## src/fixed_timestep_accumulator_core_defines.svh

```systemverilog
// Assertion macros shared by the fixed-timestep accumulator RTL.
// No dependencies; included by the files that carry assertions.
`ifndef FIXED_TIMESTEP_ACCUMULATOR_CORE_DEFINES_SVH
`define FIXED_TIMESTEP_ACCUMULATOR_CORE_DEFINES_SVH

`ifndef SYNTHESIS
// Same-cycle implication, disabled while reset is asserted.
`define FTA_ASSERT_IMPL(label, clk, rst_n, ante, cons, msg) \
  label: assert property (@(posedge clk) disable iff (!rst_n) (ante) |-> (cons)) \
    else $error(msg);
// Next-cycle implication, disabled while reset is asserted.
`define FTA_ASSERT_NEXT(label, clk, rst_n, ante, cons, msg) \
  label: assert property (@(posedge clk) disable iff (!rst_n) (ante) |=> (cons)) \
    else $error(msg);
`else
`define FTA_ASSERT_IMPL(label, clk, rst_n, ante, cons, msg)
`define FTA_ASSERT_NEXT(label, clk, rst_n, ante, cons, msg)
`endif

`endif

```

## src/fta_pkg.sv

```systemverilog
// Shared types, widths, register indexes and the microcode program
// of the fixed-timestep accumulator. No dependencies.
package fta_pkg;

  localparam int TS_W       = 64;
  localparam int ACC_W      = 42;
  localparam int STEP_W     = 30;
  localparam int UPD_W      = 8;
  localparam int FRAC_W     = 16;
  localparam int CFG_IDX_W  = 2;
  localparam int CFG_DATA_W = 42;
  localparam int UPC_W      = 4;

  localparam logic [CFG_IDX_W-1:0] REG_FIXED_STEP  = 2'd0;
  localparam logic [CFG_IDX_W-1:0] REG_MAX_FRAME   = 2'd1;
  localparam logic [CFG_IDX_W-1:0] REG_MAX_UPDATES = 2'd2;

  localparam logic [STEP_W-1:0] RST_FIXED_STEP  = 30'd16666666;
  localparam logic [ACC_W-1:0]  RST_MAX_FRAME   = 42'd250000000;
  localparam logic [UPD_W-1:0]  RST_MAX_UPDATES = 8'd8;

  // Program addresses
  localparam logic [UPC_W-1:0] ST_WAIT  = 4'd0;
  localparam logic [UPC_W-1:0] ST_DELTA = 4'd1;
  localparam logic [UPC_W-1:0] ST_CLAMP = 4'd2;
  localparam logic [UPC_W-1:0] ST_ACCUM = 4'd3;
  localparam logic [UPC_W-1:0] ST_QDIV  = 4'd4;
  localparam logic [UPC_W-1:0] ST_WHOLE = 4'd5;
  localparam logic [UPC_W-1:0] ST_TICK  = 4'd6;
  localparam logic [UPC_W-1:0] ST_FDIV  = 4'd7;
  localparam logic [UPC_W-1:0] ST_EMIT  = 4'd8;
  localparam logic [UPC_W-1:0] ST_DONE  = 4'd9;

  typedef enum logic [3:0] {
    OP_NOP,
    OP_WAIT,
    OP_DELTA,
    OP_CLAMP,
    OP_ACCUM,
    OP_DIV,
    OP_WHOLE,
    OP_TICK,
    OP_EMIT
  } op_e;

  typedef enum logic [2:0] {
    COND_NEXT,
    COND_JUMP,
    COND_NO_INPUT,
    COND_CNT_NZ,
    COND_OUT_BUSY
  } cond_e;

  typedef struct packed {
    op_e              op;
    cond_e            cond;
    logic [UPC_W-1:0] target;
  } ctl_word_t;

  typedef struct packed {
    logic in_valid;
    logic cnt_nz;
    logic out_busy;
  } seq_status_t;

  // Microcode ROM: one control word per program address.
  function automatic ctl_word_t prog_word(input logic [UPC_W-1:0] addr);
    ctl_word_t w;
    case (addr)
      ST_WAIT:  w = '{op: OP_WAIT,  cond: COND_NO_INPUT, target: ST_WAIT};
      ST_DELTA: w = '{op: OP_DELTA, cond: COND_NEXT,     target: ST_WAIT};
      ST_CLAMP: w = '{op: OP_CLAMP, cond: COND_NEXT,     target: ST_WAIT};
      ST_ACCUM: w = '{op: OP_ACCUM, cond: COND_NEXT,     target: ST_WAIT};
      ST_QDIV:  w = '{op: OP_DIV,   cond: COND_CNT_NZ,   target: ST_QDIV};
      ST_WHOLE: w = '{op: OP_WHOLE, cond: COND_NEXT,     target: ST_WAIT};
      ST_TICK:  w = '{op: OP_TICK,  cond: COND_NEXT,     target: ST_WAIT};
      ST_FDIV:  w = '{op: OP_DIV,   cond: COND_CNT_NZ,   target: ST_FDIV};
      ST_EMIT:  w = '{op: OP_EMIT,  cond: COND_OUT_BUSY, target: ST_EMIT};
      ST_DONE:  w = '{op: OP_NOP,   cond: COND_JUMP,     target: ST_WAIT};
      default:  w = '{op: OP_NOP,   cond: COND_JUMP,     target: ST_WAIT};
    endcase
    return w;
  endfunction

endpackage

```

## src/fta_if.sv

```systemverilog
// Valid/ready channel interfaces of the fixed-timestep accumulator:
// frame input, result output and register write. Depends on fta_pkg.
interface fta_in_if;
  import fta_pkg::*;
  logic             valid;
  logic             ready;
  logic [TS_W-1:0]  now_ns;
  logic             restart;
  modport source (output valid, now_ns, restart, input ready);
  modport sink   (input valid, now_ns, restart, output ready);
endinterface

interface fta_out_if;
  import fta_pkg::*;
  logic              valid;
  logic              ready;
  logic [UPD_W-1:0]  step_count;
  logic [ACC_W-1:0]  frame_delta_ns;
  logic [FRAC_W-1:0] interp_fraction;
  logic              clock_regressed;
  logic              backlog_dropped;
  logic [TS_W-1:0]   first_tick;
  logic [TS_W-1:0]   frame_number;
  modport source (output valid, step_count, frame_delta_ns, interp_fraction,
                  clock_regressed, backlog_dropped, first_tick, frame_number,
                  input ready);
  modport sink   (input valid, step_count, frame_delta_ns, interp_fraction,
                  clock_regressed, backlog_dropped, first_tick, frame_number,
                  output ready);
endinterface

interface fta_cfg_if;
  import fta_pkg::*;
  logic                  valid;
  logic                  ready;
  logic [CFG_IDX_W-1:0]  index;
  logic [CFG_DATA_W-1:0] data;
  modport source (output valid, index, data, input ready);
  modport sink   (input valid, index, data, output ready);
endinterface

```

## src/fta_seq.sv

```systemverilog
// Microcode sequencer: program counter, ROM lookup and branch logic.
// Depends on fta_pkg.
module fta_seq (
  input  logic                       clk_i,
  input  logic                       rst_ni,
  input  fta_pkg::seq_status_t       status_i,
  output fta_pkg::ctl_word_t         ctl_o,
  output logic [fta_pkg::UPC_W-1:0]  upc_o
);
  import fta_pkg::*;

  logic [UPC_W-1:0] upc_q, upc_d;
  logic             take;

  assign ctl_o = prog_word(upc_q);
  assign upc_o = upc_q;

  always_comb begin
    case (ctl_o.cond)
      COND_NEXT:     take = 1'b0;
      COND_JUMP:     take = 1'b1;
      COND_NO_INPUT: take = !status_i.in_valid;
      COND_CNT_NZ:   take = status_i.cnt_nz;
      COND_OUT_BUSY: take = status_i.out_busy;
      default:       take = 1'b1;
    endcase
    upc_d = take ? ctl_o.target : upc_q + UPC_W'(1);
  end

  always_ff @(posedge clk_i or negedge rst_ni) begin
    if (!rst_ni) begin
      upc_q <= ST_WAIT;
    end else begin
      upc_q <= upc_d;
    end
  end

endmodule

```

## src/fixed_timestep_accumulator_core.sv

```systemverilog
// Channel   | Dir | Payload                                          | Accepted at
// in_i      | in  | now_ns[64], restart                              | valid & ready
// res_o     | out | step_count, frame_delta_ns, interp_fraction,     | valid & ready
//           |     | clock_regressed, backlog_dropped, first_tick,    |
//           |     | frame_number                                     |
// cfg_i     | in  | index[2], data[42]                               | valid & ready
//
// One item at a time: one shared restoring divider runs 42 quotient
// iterations and then FRACTION_BITS fraction iterations per item. The next
// item is taken after the result loads into the output register, once the
// sequencer has passed its done state back to the wait state.
// rst_ni (async, low) resets the configuration registers, state and the sequencer.
// A stalled result holds in the output register; the next item is taken
// while it waits, and only the final write waits for the slot to clear.
// Register writes are accepted in every cycle.
//
// Top level: microcoded datapath. Depends on fta_pkg, fta_if, fta_seq
// and fixed_timestep_accumulator_core_defines.svh.
`include "fixed_timestep_accumulator_core_defines.svh"

module fixed_timestep_accumulator_core #(
  parameter int FRACTION_BITS = 16
) (
  input  logic   clk_i,
  input  logic   rst_ni,
  fta_in_if.sink     in_i,
  fta_out_if.source  res_o,
  fta_cfg_if.sink    cfg_i
);
  import fta_pkg::*;

  localparam int CntW = $clog2(ACC_W);

  // Configuration registers
  logic [STEP_W-1:0] step_cfg_q;
  logic [ACC_W-1:0]  max_frame_q;
  logic [UPD_W-1:0]  mu_q;

  // Persistent state
  logic [TS_W-1:0]  base_q;
  logic             base_valid_q;
  logic [ACC_W-1:0] accum_q;
  logic [TS_W-1:0]  tick_q;
  logic [TS_W-1:0]  frame_q;

  // Per-item working registers
  logic [TS_W-1:0]   now_q;
  logic              restart_q;
  logic [TS_W-1:0]   delta_q;
  logic              regressed_q;
  logic [ACC_W-1:0]  d_q;      // dividend in, quotient out
  logic [STEP_W-1:0] r_q;      // partial remainder
  logic [CntW-1:0]   cnt_q;
  logic [UPD_W-1:0]  steps_q;
  logic              dropped_q;
  logic [TS_W-1:0]   first_tick_q;
  logic [TS_W-1:0]   frame_num_q;

  // Output register
  logic              out_valid_q;
  logic [UPD_W-1:0]  o_steps_q;
  logic [ACC_W-1:0]  o_delta_q;
  logic [FRAC_W-1:0] o_frac_q;
  logic              o_regressed_q;
  logic              o_dropped_q;
  logic [TS_W-1:0]   o_first_tick_q;
  logic [TS_W-1:0]   o_frame_num_q;

  ctl_word_t        ctl;
  seq_status_t      status;
  logic [UPC_W-1:0] upc;

  logic              out_busy;
  logic              out_load;
  logic              in_fire;
  logic [STEP_W-1:0] step_w;
  logic [STEP_W:0]   div_t;
  logic [STEP_W:0]   div_sub;
  logic              div_ge;
  logic [ACC_W:0]    sum;
  logic              quot_gt;

  fta_seq u_seq (
    .clk_i    (clk_i),
    .rst_ni   (rst_ni),
    .status_i (status),
    .ctl_o    (ctl),
    .upc_o    (upc)
  );

  // A zero step register counts as one nanosecond.
  assign step_w = (step_cfg_q == '0) ? STEP_W'(1) : step_cfg_q;

  assign out_busy = out_valid_q && !res_o.ready;
  assign out_load = (ctl.op == OP_EMIT) && !out_busy;
  assign in_fire  = (ctl.op == OP_WAIT) && in_i.valid;

  assign status.in_valid = in_i.valid;
  assign status.cnt_nz   = (cnt_q != '0);
  assign status.out_busy = out_busy;

  assign in_i.ready  = (ctl.op == OP_WAIT);
  assign cfg_i.ready = 1'b1;

  // One restoring-division iteration: shift in the dividend MSB, try
  // to subtract the step, shift the quotient bit into the dividend.
  assign div_t   = {r_q, d_q[ACC_W-1]};
  assign div_sub = div_t - {1'b0, step_w};
  assign div_ge  = (div_t >= {1'b0, step_w});

  assign sum     = {1'b0, accum_q} + {1'b0, delta_q[ACC_W-1:0]};
  assign quot_gt = (d_q > {{(ACC_W-UPD_W){1'b0}}, mu_q});

  // Register file
  always_ff @(posedge clk_i or negedge rst_ni) begin
    if (!rst_ni) begin
      step_cfg_q  <= RST_FIXED_STEP;
      max_frame_q <= RST_MAX_FRAME;
      mu_q        <= RST_MAX_UPDATES;
    end else if (cfg_i.valid) begin
      case (cfg_i.index)
        REG_FIXED_STEP:  step_cfg_q  <= cfg_i.data[STEP_W-1:0];
        REG_MAX_FRAME:   max_frame_q <= cfg_i.data[ACC_W-1:0];
        REG_MAX_UPDATES: mu_q        <= cfg_i.data[UPD_W-1:0];
        default: ;  // writes beyond the register list drop
      endcase
    end
  end

  // Persistent state and sequencing control
  always_ff @(posedge clk_i or negedge rst_ni) begin
    if (!rst_ni) begin
      base_q       <= '0;
      base_valid_q <= 1'b0;
      accum_q      <= '0;
      tick_q       <= '0;
      frame_q      <= '0;
      cnt_q        <= '0;
      out_valid_q  <= 1'b0;
    end else begin
      case (ctl.op)
        OP_DELTA: begin
          base_q <= now_q;
          if (restart_q || !base_valid_q) begin
            base_valid_q <= 1'b1;
          end
        end
        OP_ACCUM: begin
          cnt_q <= CntW'(ACC_W - 1);
        end
        OP_DIV: begin
          cnt_q <= cnt_q - CntW'(1);
        end
        OP_WHOLE: begin
          // The remainder is the new backlog whether or not the budget hit.
          accum_q <= {{(ACC_W-STEP_W){1'b0}}, r_q};
          cnt_q   <= CntW'(FRACTION_BITS - 1);
        end
        OP_TICK: begin
          tick_q  <= tick_q + {{(TS_W-UPD_W){1'b0}}, steps_q};
          frame_q <= frame_q + TS_W'(1);
        end
        default: ;
      endcase

      if (out_load) begin
        out_valid_q <= 1'b1;
      end else if (res_o.ready) begin
        out_valid_q <= 1'b0;
      end
    end
  end

  // Datapath working registers
  always_ff @(posedge clk_i) begin
    if (in_fire) begin
      now_q     <= in_i.now_ns;
      restart_q <= in_i.restart;
    end
    case (ctl.op)
      OP_DELTA: begin
        regressed_q <= 1'b0;
        delta_q     <= '0;
        if (!(restart_q || !base_valid_q)) begin
          if (now_q >= base_q) begin
            delta_q <= now_q - base_q;
          end else begin
            regressed_q <= 1'b1;
          end
        end
      end
      OP_CLAMP: begin
        if (delta_q > {{(TS_W-ACC_W){1'b0}}, max_frame_q}) begin
          delta_q <= {{(TS_W-ACC_W){1'b0}}, max_frame_q};
        end
      end
      OP_ACCUM: begin
        // Saturate to the frame limit on a 42-bit overflow.
        d_q <= sum[ACC_W] ? max_frame_q : sum[ACC_W-1:0];
        r_q <= '0;
      end
      OP_DIV: begin
        d_q <= {d_q[ACC_W-2:0], div_ge};
        r_q <= div_ge ? div_sub[STEP_W-1:0] : div_t[STEP_W-1:0];
      end
      OP_WHOLE: begin
        steps_q   <= quot_gt ? mu_q : d_q[UPD_W-1:0];
        dropped_q <= quot_gt;
        d_q       <= '0;   // fraction phase shifts in zeros
      end
      OP_TICK: begin
        first_tick_q <= tick_q;
        frame_num_q  <= frame_q;
      end
      default: ;
    endcase

    if (out_load) begin
      o_steps_q      <= steps_q;
      o_delta_q      <= delta_q[ACC_W-1:0];
      o_frac_q       <= d_q[FRAC_W-1:0];
      o_regressed_q  <= regressed_q;
      o_dropped_q    <= dropped_q;
      o_first_tick_q <= first_tick_q;
      o_frame_num_q  <= frame_num_q;
    end
  end

  assign res_o.valid           = out_valid_q;
  assign res_o.step_count      = o_steps_q;
  assign res_o.frame_delta_ns  = o_delta_q;
  assign res_o.interp_fraction = o_frac_q;
  assign res_o.clock_regressed = o_regressed_q;
  assign res_o.backlog_dropped = o_dropped_q;
  assign res_o.first_tick      = o_first_tick_q;
  assign res_o.frame_number    = o_frame_num_q;

  `FTA_ASSERT_IMPL(a_rem_below_step, clk_i, rst_ni, upc == ST_WHOLE, r_q < step_w, "rem >= step")
  `FTA_ASSERT_IMPL(a_steps_budget, clk_i, rst_ni, upc == ST_TICK, steps_q <= mu_q, "over budget")
  `FTA_ASSERT_IMPL(a_drop, clk_i, rst_ni, upc == ST_TICK && dropped_q, steps_q == mu_q, "early drop")
  `FTA_ASSERT_NEXT(a_emit_loads, clk_i, rst_ni, out_load, out_valid_q, "result lost")
  `FTA_ASSERT_IMPL(a_src, clk_i, rst_ni, $rose(out_valid_q), $past(upc) == ST_EMIT, "stray valid")

endmodule
```

## src/flat_wrapper.sv

```systemverilog
// flat-port wrapper written by rule: the top's interface ports become plain ports
module fixed_timestep_accumulator_core_flat import fta_pkg::*;
#(
  parameter int FRACTION_BITS = 16
)
  (clk_i, rst_ni, in_i_valid, in_i_now_ns, in_i_restart, in_i_ready, res_o_valid, res_o_step_count, res_o_frame_delta_ns, res_o_interp_fraction, res_o_clock_regressed, res_o_backlog_dropped, res_o_first_tick, res_o_frame_number, res_o_ready, cfg_i_valid, cfg_i_index, cfg_i_data, cfg_i_ready);
  fta_in_if in_i_i ();
  fta_out_if res_o_i ();
  fta_cfg_if cfg_i_i ();
  input  logic clk_i;
  input  logic rst_ni;
  input wire logic [$bits(in_i_i.valid)-1:0] in_i_valid;
  input wire logic [$bits(in_i_i.now_ns)-1:0] in_i_now_ns;
  input wire logic [$bits(in_i_i.restart)-1:0] in_i_restart;
  output wire logic [$bits(in_i_i.ready)-1:0] in_i_ready;
  output wire logic [$bits(res_o_i.valid)-1:0] res_o_valid;
  output wire logic [$bits(res_o_i.step_count)-1:0] res_o_step_count;
  output wire logic [$bits(res_o_i.frame_delta_ns)-1:0] res_o_frame_delta_ns;
  output wire logic [$bits(res_o_i.interp_fraction)-1:0] res_o_interp_fraction;
  output wire logic [$bits(res_o_i.clock_regressed)-1:0] res_o_clock_regressed;
  output wire logic [$bits(res_o_i.backlog_dropped)-1:0] res_o_backlog_dropped;
  output wire logic [$bits(res_o_i.first_tick)-1:0] res_o_first_tick;
  output wire logic [$bits(res_o_i.frame_number)-1:0] res_o_frame_number;
  input wire logic [$bits(res_o_i.ready)-1:0] res_o_ready;
  input wire logic [$bits(cfg_i_i.valid)-1:0] cfg_i_valid;
  input wire logic [$bits(cfg_i_i.index)-1:0] cfg_i_index;
  input wire logic [$bits(cfg_i_i.data)-1:0] cfg_i_data;
  output wire logic [$bits(cfg_i_i.ready)-1:0] cfg_i_ready;
  assign in_i_i.valid = in_i_valid;
  assign in_i_i.now_ns = in_i_now_ns;
  assign in_i_i.restart = in_i_restart;
  assign in_i_ready = in_i_i.ready;
  assign res_o_valid = res_o_i.valid;
  assign res_o_step_count = res_o_i.step_count;
  assign res_o_frame_delta_ns = res_o_i.frame_delta_ns;
  assign res_o_interp_fraction = res_o_i.interp_fraction;
  assign res_o_clock_regressed = res_o_i.clock_regressed;
  assign res_o_backlog_dropped = res_o_i.backlog_dropped;
  assign res_o_first_tick = res_o_i.first_tick;
  assign res_o_frame_number = res_o_i.frame_number;
  assign res_o_i.ready = res_o_ready;
  assign cfg_i_i.valid = cfg_i_valid;
  assign cfg_i_i.index = cfg_i_index;
  assign cfg_i_i.data = cfg_i_data;
  assign cfg_i_ready = cfg_i_i.ready;
  fixed_timestep_accumulator_core #(.FRACTION_BITS(FRACTION_BITS)) u_core (.clk_i(clk_i), .rst_ni(rst_ni), .in_i(in_i_i), .res_o(res_o_i), .cfg_i(cfg_i_i));
endmodule
```

## config.mk

```make
export PLATFORM = sky130hd
export DESIGN_NAME = fixed_timestep_accumulator_core_flat
export DESIGN_NICKNAME = d
export VERILOG_FILES = /design/src/fta_pkg.sv /design/src/fta_if.sv /design/src/fta_seq.sv /design/src/fixed_timestep_accumulator_core.sv /design/src/flat_wrapper.sv
export VERILOG_INCLUDE_DIRS = /design/src /design/src/src
export SDC_FILE = /design/constraint.sdc
export NUM_CORES = 1
export LEC_CHECK = 0
export BUFFER_PORTS_ARGS = -buffer_cell sky130_fd_sc_hd__clkbuf_2
export CORE_UTILIZATION = 55
export DETAILED_ROUTE_END_ITERATION = 16
export PLACE_DENSITY = 0.77
export SETUP_SLACK_MARGIN = 0.1
export SKIP_CTS_REPAIR_TIMING = 1
export SYNTH_ARGS = -nofsm -noshare
export SYNTH_HDL_FRONTEND = slang
export SYNTH_SLANG_ARGS = --single-unit
```

## constraint.sdc

```tcl
create_clock -name clk_i -period 9.8 [get_ports clk_i]
set_input_delay 1.96 -clock clk_i [delete_from_list [all_inputs] [get_ports clk_i]]
set_output_delay 1.96 -clock clk_i [all_outputs]
set_load 0.01 [all_outputs]
```

==> metrics.txt <==
# TYPE chip_impl_metric gauge
chip_impl_info{name="setup_repair_after_global_routing_missed_its_margin",value="false"} 1
chip_impl_info{name="crit_path_cell_trace",value="inv_1 > ha_1 > nor3_1 > clkbuf_2"} 1
chip_impl_metric{name="dr.first_iter.drc_count",unit=""} 2195
chip_impl_metric{name="ys_warn_count",unit=""} 0
chip_impl_metric{name="chipHeight",unit="um"} 271
chip_impl_info{name="largest_family_of_logic_cells_by_synthesized_area",value="simple AND/OR/NAND/NOR gates"} 1
chip_impl_metric{name="die_area",unit="um^2"} 73500
chip_impl_metric{name="final_cell_count_no_fill",unit=""} 4784
chip_impl_metric{name="cts.htree.levels",unit=""} 3
chip_impl_metric{name="worstPathRequired",unit="ps"} 7840
chip_impl_metric{name="async_flop_share",unit="%"} 37.0
chip_impl_info{name="startpoint_type_of_the_worst_setup_path",value="flop"} 1
chip_impl_metric{name="routed_wire_length_per_instance",unit="um"} 20.1
chip_impl_info{name="holdCritPathClass",value="flop to flop"} 1
chip_impl_metric{name="post_synth_instance_area",unit="um^2"} 39800
chip_impl_metric{name="area_growth_syn_to_layout",unit="%"} 13.8
chip_impl_metric{name="overall_routed_net_length",unit="um"} 96200
chip_impl_info{name="result_of_the_run",value="finished clean"} 1
chip_impl_metric{name="grt_pass1_wl",unit="um"} 149000
chip_impl_info{name="layout.cells.most_common_list",value="sky130_fd_sc_hd__edfxtp_1, sky130_fd_sc_hd__nand2_1, sky130_fd_sc_hd__clkbuf_2, sky130_fd_sc_hd__dfrtp_1, sky130_fd_sc_hd__nor2_1"} 1
chip_impl_metric{name="initial_core_util",unit="%"} 55.6
chip_impl_metric{name="vdd_drop_max",unit="V"} 0.000225
chip_impl_metric{name="leakage_component_of_the_power",unit="nW"} 19.0
chip_impl_metric{name="timing.final.hold_violations",unit=""} 0
chip_impl_metric{name="post_synth_mux_area_share",unit="%"} 2.16
chip_impl_metric{name="worst_setup_hold_path_clk_slew",unit="ps"} 60
chip_impl_metric{name="clock_tree.buffer_depth",unit=""} 3
chip_impl_metric{name="gp_routability_congestion",unit=""} 0.949
chip_impl_metric{name="io-pin-count",unit=""} 313
chip_impl_info{name="r2r-end",value="u_core.frame_q[57]"} 1
chip_impl_metric{name="synth-seq-area-share",unit="%"} 60.1
chip_impl_metric{name="fraction_of_final_layout_cells_with_drive_strength_greater_than_1",unit="%"} 15.1
chip_impl_metric{name="grt_max_degree",unit=""} 177
chip_impl_info{name="layout.cells.most_common",value="sky130_fd_sc_hd__edfxtp_1"} 1
chip_impl_metric{name="count_of_flip_flops_with_a_built_in_enable_after_synthesis",unit=""} 535
chip_impl_metric{name="diodes",unit=""} 0
chip_impl_info{name="timing.rr.start",value="u_core.u_seq.upc_o[0]"} 1
chip_impl_metric{name="number_of_max_cap_violations",unit=""} 0
chip_impl_info{name="worstHoldEndpoint",value="u_core.res_o.frame_number[38]"} 1
chip_impl_metric{name="synth.net_count",unit=""} 3761
chip_impl_info{name="worst_path_max_delay_cell",value="sky130_fd_sc_hd__ha_1"} 1
chip_impl_info{name="synth-main-ff-cell",value="sky130_fd_sc_hd__edfxtp_1"} 1
chip_impl_metric{name="insertion_delay",unit="ps"} 670
chip_impl_metric{name="syn-instance-count",unit=""} 3453
chip_impl_metric{name="min_period",unit="ps"} 4390
chip_impl_metric{name="reg2regPathDepth",unit=""} 12
chip_impl_metric{name="total_gr_overflow",unit=""} 0
chip_impl_metric{name="die_x",unit="um"} 271
chip_impl_metric{name="clock_sinks",unit=""} 849
chip_impl_metric{name="postRouteAntennaNets",unit=""} 0
chip_impl_metric{name="worst-r2r-setup-slack",unit="ps"} 5460
chip_impl_metric{name="ys_ff_latch",unit=""} 849
chip_impl_metric{name="final_critical_path_share_of_the_clock_period",unit="%"} 44.8
chip_impl_metric{name="critPathMaxStageDelay",unit="ps"} 520
chip_impl_info{name="timing.critical_path.to_type",value="output pin"} 1
chip_impl_info{name="criticalPathCategory",value="flop to output pin"} 1
chip_impl_metric{name="synthesis.area_per_instance",unit="um^2"} 11.5
chip_impl_metric{name="finalSetupViolCount",unit=""} 0
chip_impl_metric{name="core",unit="um^2"} 71600
chip_impl_metric{name="finalNetCount",unit=""} 4068
chip_impl_metric{name="port-buffer-count",unit=""} 311
chip_impl_metric{name="cp_data_arrival_time",unit="ps"} 2430
chip_impl_metric{name="drt-vias-per-instance",unit=""} 5.77
chip_impl_metric{name="power-per-cell-area",unit="nW/um^2"} 336
chip_impl_metric{name="synthDistinctLibCells",unit=""} 84
chip_impl_metric{name="first_global_vias",unit=""} 27000
chip_impl_metric{name="drt_drc_violations_left",unit=""} 0
chip_impl_info{name="clock_tree_from_tritoncts",value="built"} 1
chip_impl_metric{name="tightestPinTransition",unit="ps"} 1170
chip_impl_metric{name="antenna_violations_before_repair",unit=""} 2
chip_impl_metric{name="totalNegativeSetupSlack",unit="ps"} 0
chip_impl_metric{name="cts_inserted_buffers",unit=""} 86
chip_impl_metric{name="hold_depth",unit=""} 0
chip_impl_metric{name="dpl.hpwl",unit="um"} 69400
chip_impl_metric{name="timing.critical_path.fanout_max",unit=""} 12
chip_impl_metric{name="yosys.area_share.simple",unit="%"} 12.4
chip_impl_metric{name="post_synthesis_share_of_cell_area_spent_on_full_adders_half_adders_and_majority_gates",unit="%"} 6.17
chip_impl_metric{name="vias_after_detailed_routing",unit=""} 27600
chip_impl_metric{name="relSlewSlack",unit="%"} 21.8
chip_impl_metric{name="nFillCells",unit=""} 5481
chip_impl_metric{name="power",unit="mW"} 15.2
chip_impl_metric{name="placedCellCount",unit=""} 4622
chip_impl_metric{name="detail_route.first_pass.iterations",unit=""} 6
chip_impl_metric{name="final.setup_skew",unit="ps"} 27.0
chip_impl_metric{name="synth-xor-area-share",unit="%"} 5.10
chip_impl_info{name="timing.hold.worst.start",value="u_core.frame_num_q[38]"} 1
chip_impl_metric{name="slew_violations",unit=""} 0
chip_impl_metric{name="groute.usage.overall",unit="%"} 26.1
chip_impl_info{name="cts_root_buffer",value="sky130_fd_sc_hd__clkbuf_16"} 1
chip_impl_metric{name="max_clock_freq",unit="GHz"} 0.228
chip_impl_metric{name="synth_compound_area_share",unit="%"} 10.9
chip_impl_metric{name="placement_rows",unit=""} 98
-- per-stage QoR --
step | worst slack, ps | util, % | hold slack (ps) | instance area, um^2
3_3_place_gp | 5630 | 59.2 | 401 | 42400
3_5_place_dp | 5460 | 59.2 | 405 | 42400
6_report | 5410 | 63.3 | 415 | 45300
4_1_cts | 5350 | 63.3 | 411 | 45300
5_1_grt | 5100 | 63.3 | 420 | 45300
2_1_floorplan | 2180 | - | 400 | 39800
-- state kept, by name (all words and copies together), names as in the netlist, 64 cells and up --
| name | cells |
|---|---|
| u_core.res_o.first_tick | 64 |
| u_core.res_o.frame_number | 64 |
| u_core.now_q | 64 |
| u_core.frame_num_q | 64 |
| u_core.base_q | 64 |
| u_core.delta_q | 64 |
| u_core.tick_q | 64 |
| u_core.first_tick_q | 64 |
| u_core.frame_q | 64 |
-- cells by family (layout without fill, tap and decap cells) --
family                   Yosys count  in the layout
adder cells (fa/ha/maj)          194            194
multiplexers                      79             79
AO/OA/AOI/OAI                    724            724
AND/OR/NAND/NOR                 1056           1056
XOR/XNOR                         232            232
flip-flops                       849            849
buffers and inverters            318            699
other                              1              1
-- worst max-delay path, delay by kind of cell, from the launching register on --
kind / cells / cell delay (ps)
fa+ha+maj: 1 / 520
simple gates: 1 / 510
flops: 1 / 420
buf+inv: 2 / 320
-- per-layer routing --
layer  wire length (um)  up-vias  track usage (%)
met3               6180      217             4.03
li1                   -    13000                -
met4               4590        2             12.0
met2              47000      992             44.0
met1              38400    13400             33.2
met5                 13        -                0
-- synthesized netlist by cell type (10+ instances only) --
cell type                  instances  area share (%)
sky130_fd_sc_hd__edfxtp_1        535              40
sky130_fd_sc_hd__nand2_1         438             4.1
sky130_fd_sc_hd__dfrtp_1         288              18
sky130_fd_sc_hd__nor2_1          215             2.0
sky130_fd_sc_hd__o21ai_0         202             2.5
sky130_fd_sc_hd__inv_1           201             1.9
sky130_fd_sc_hd__a21oi_1         194             2.4
sky130_fd_sc_hd__ha_1            190             6.0
sky130_fd_sc_hd__xnor2_1         132             2.9
sky130_fd_sc_hd__xor2_1          100             2.2
sky130_fd_sc_hd__clkbuf_1         98            0.92
sky130_fd_sc_hd__nand3_1          84             1.1
sky130_fd_sc_hd__a21o_1           83             1.6
sky130_fd_sc_hd__o21ai_1          68            0.85
sky130_fd_sc_hd__nand4_1          65             1.0
sky130_fd_sc_hd__mux2_2           53             1.5
sky130_fd_sc_hd__nor3_1           51            0.64
sky130_fd_sc_hd__and3_1           40            0.63
sky130_fd_sc_hd__nand2b_1         30            0.47
sky130_fd_sc_hd__nor4_1           27            0.42
sky130_fd_sc_hd__o21bai_1         27            0.51
sky130_fd_sc_hd__dfstp_2          26             1.7
sky130_fd_sc_hd__nor2b_1          26            0.41
sky130_fd_sc_hd__mux2i_1          25            0.63
sky130_fd_sc_hd__o21a_1           22            0.41
sky130_fd_sc_hd__a211oi_1         19            0.36
sky130_fd_sc_hd__and2_1           17            0.27
sky130_fd_sc_hd__buf_2            15            0.19
sky130_fd_sc_hd__and4_1           14            0.31
sky130_fd_sc_hd__a31oi_1          13            0.20
sky130_fd_sc_hd__or3_1            10            0.16
-- area by class of cell --
| type | instances | area (um^2) | share of cell area [%] |
|---|---|---|---|
| flip-flops and latches | 849 | 24000 | 52.9 |
| inverters | 202 | 761 | 1.68 |
| well taps | 950 | 1190 | 2.62 |
| clock buffers | 121 | 2410 | 5.33 |
| clock inverters | 41 | 512 | 1.13 |
| multi-input cells | 2286 | 14700 | 32.5 |
| repair buffers | 335 | 1760 | 3.88 |
-- power breakdown --
group	internal (mW)	switching (mW)
clock network	1.96	1.43
logic	2.10	3.81
registers	5.31	0.645
total	9.37	5.88
-- how the worst max path moves through the flow --
stage | to | cells after the start | startpoint
3_3_place_gp | u_core.frame_q[55] | 12 | u_core.u_seq.upc_o[0]
2_1_floorplan | u_core.res_o.backlog_dropped | 2 | res_o_ready
5_1_grt | u_core.frame_q[57] | 12 | u_core.u_seq.upc_o[0]
6_report | in_i_ready | 4 | u_core.u_seq.upc_o[0]
3_5_place_dp | u_core.frame_q[57] | 12 | u_core.u_seq.upc_o[0]
4_1_cts | in_i_ready | 4 | u_core.u_seq.upc_o[0]
Note: power is estimated with default switching activity, not from simulation.
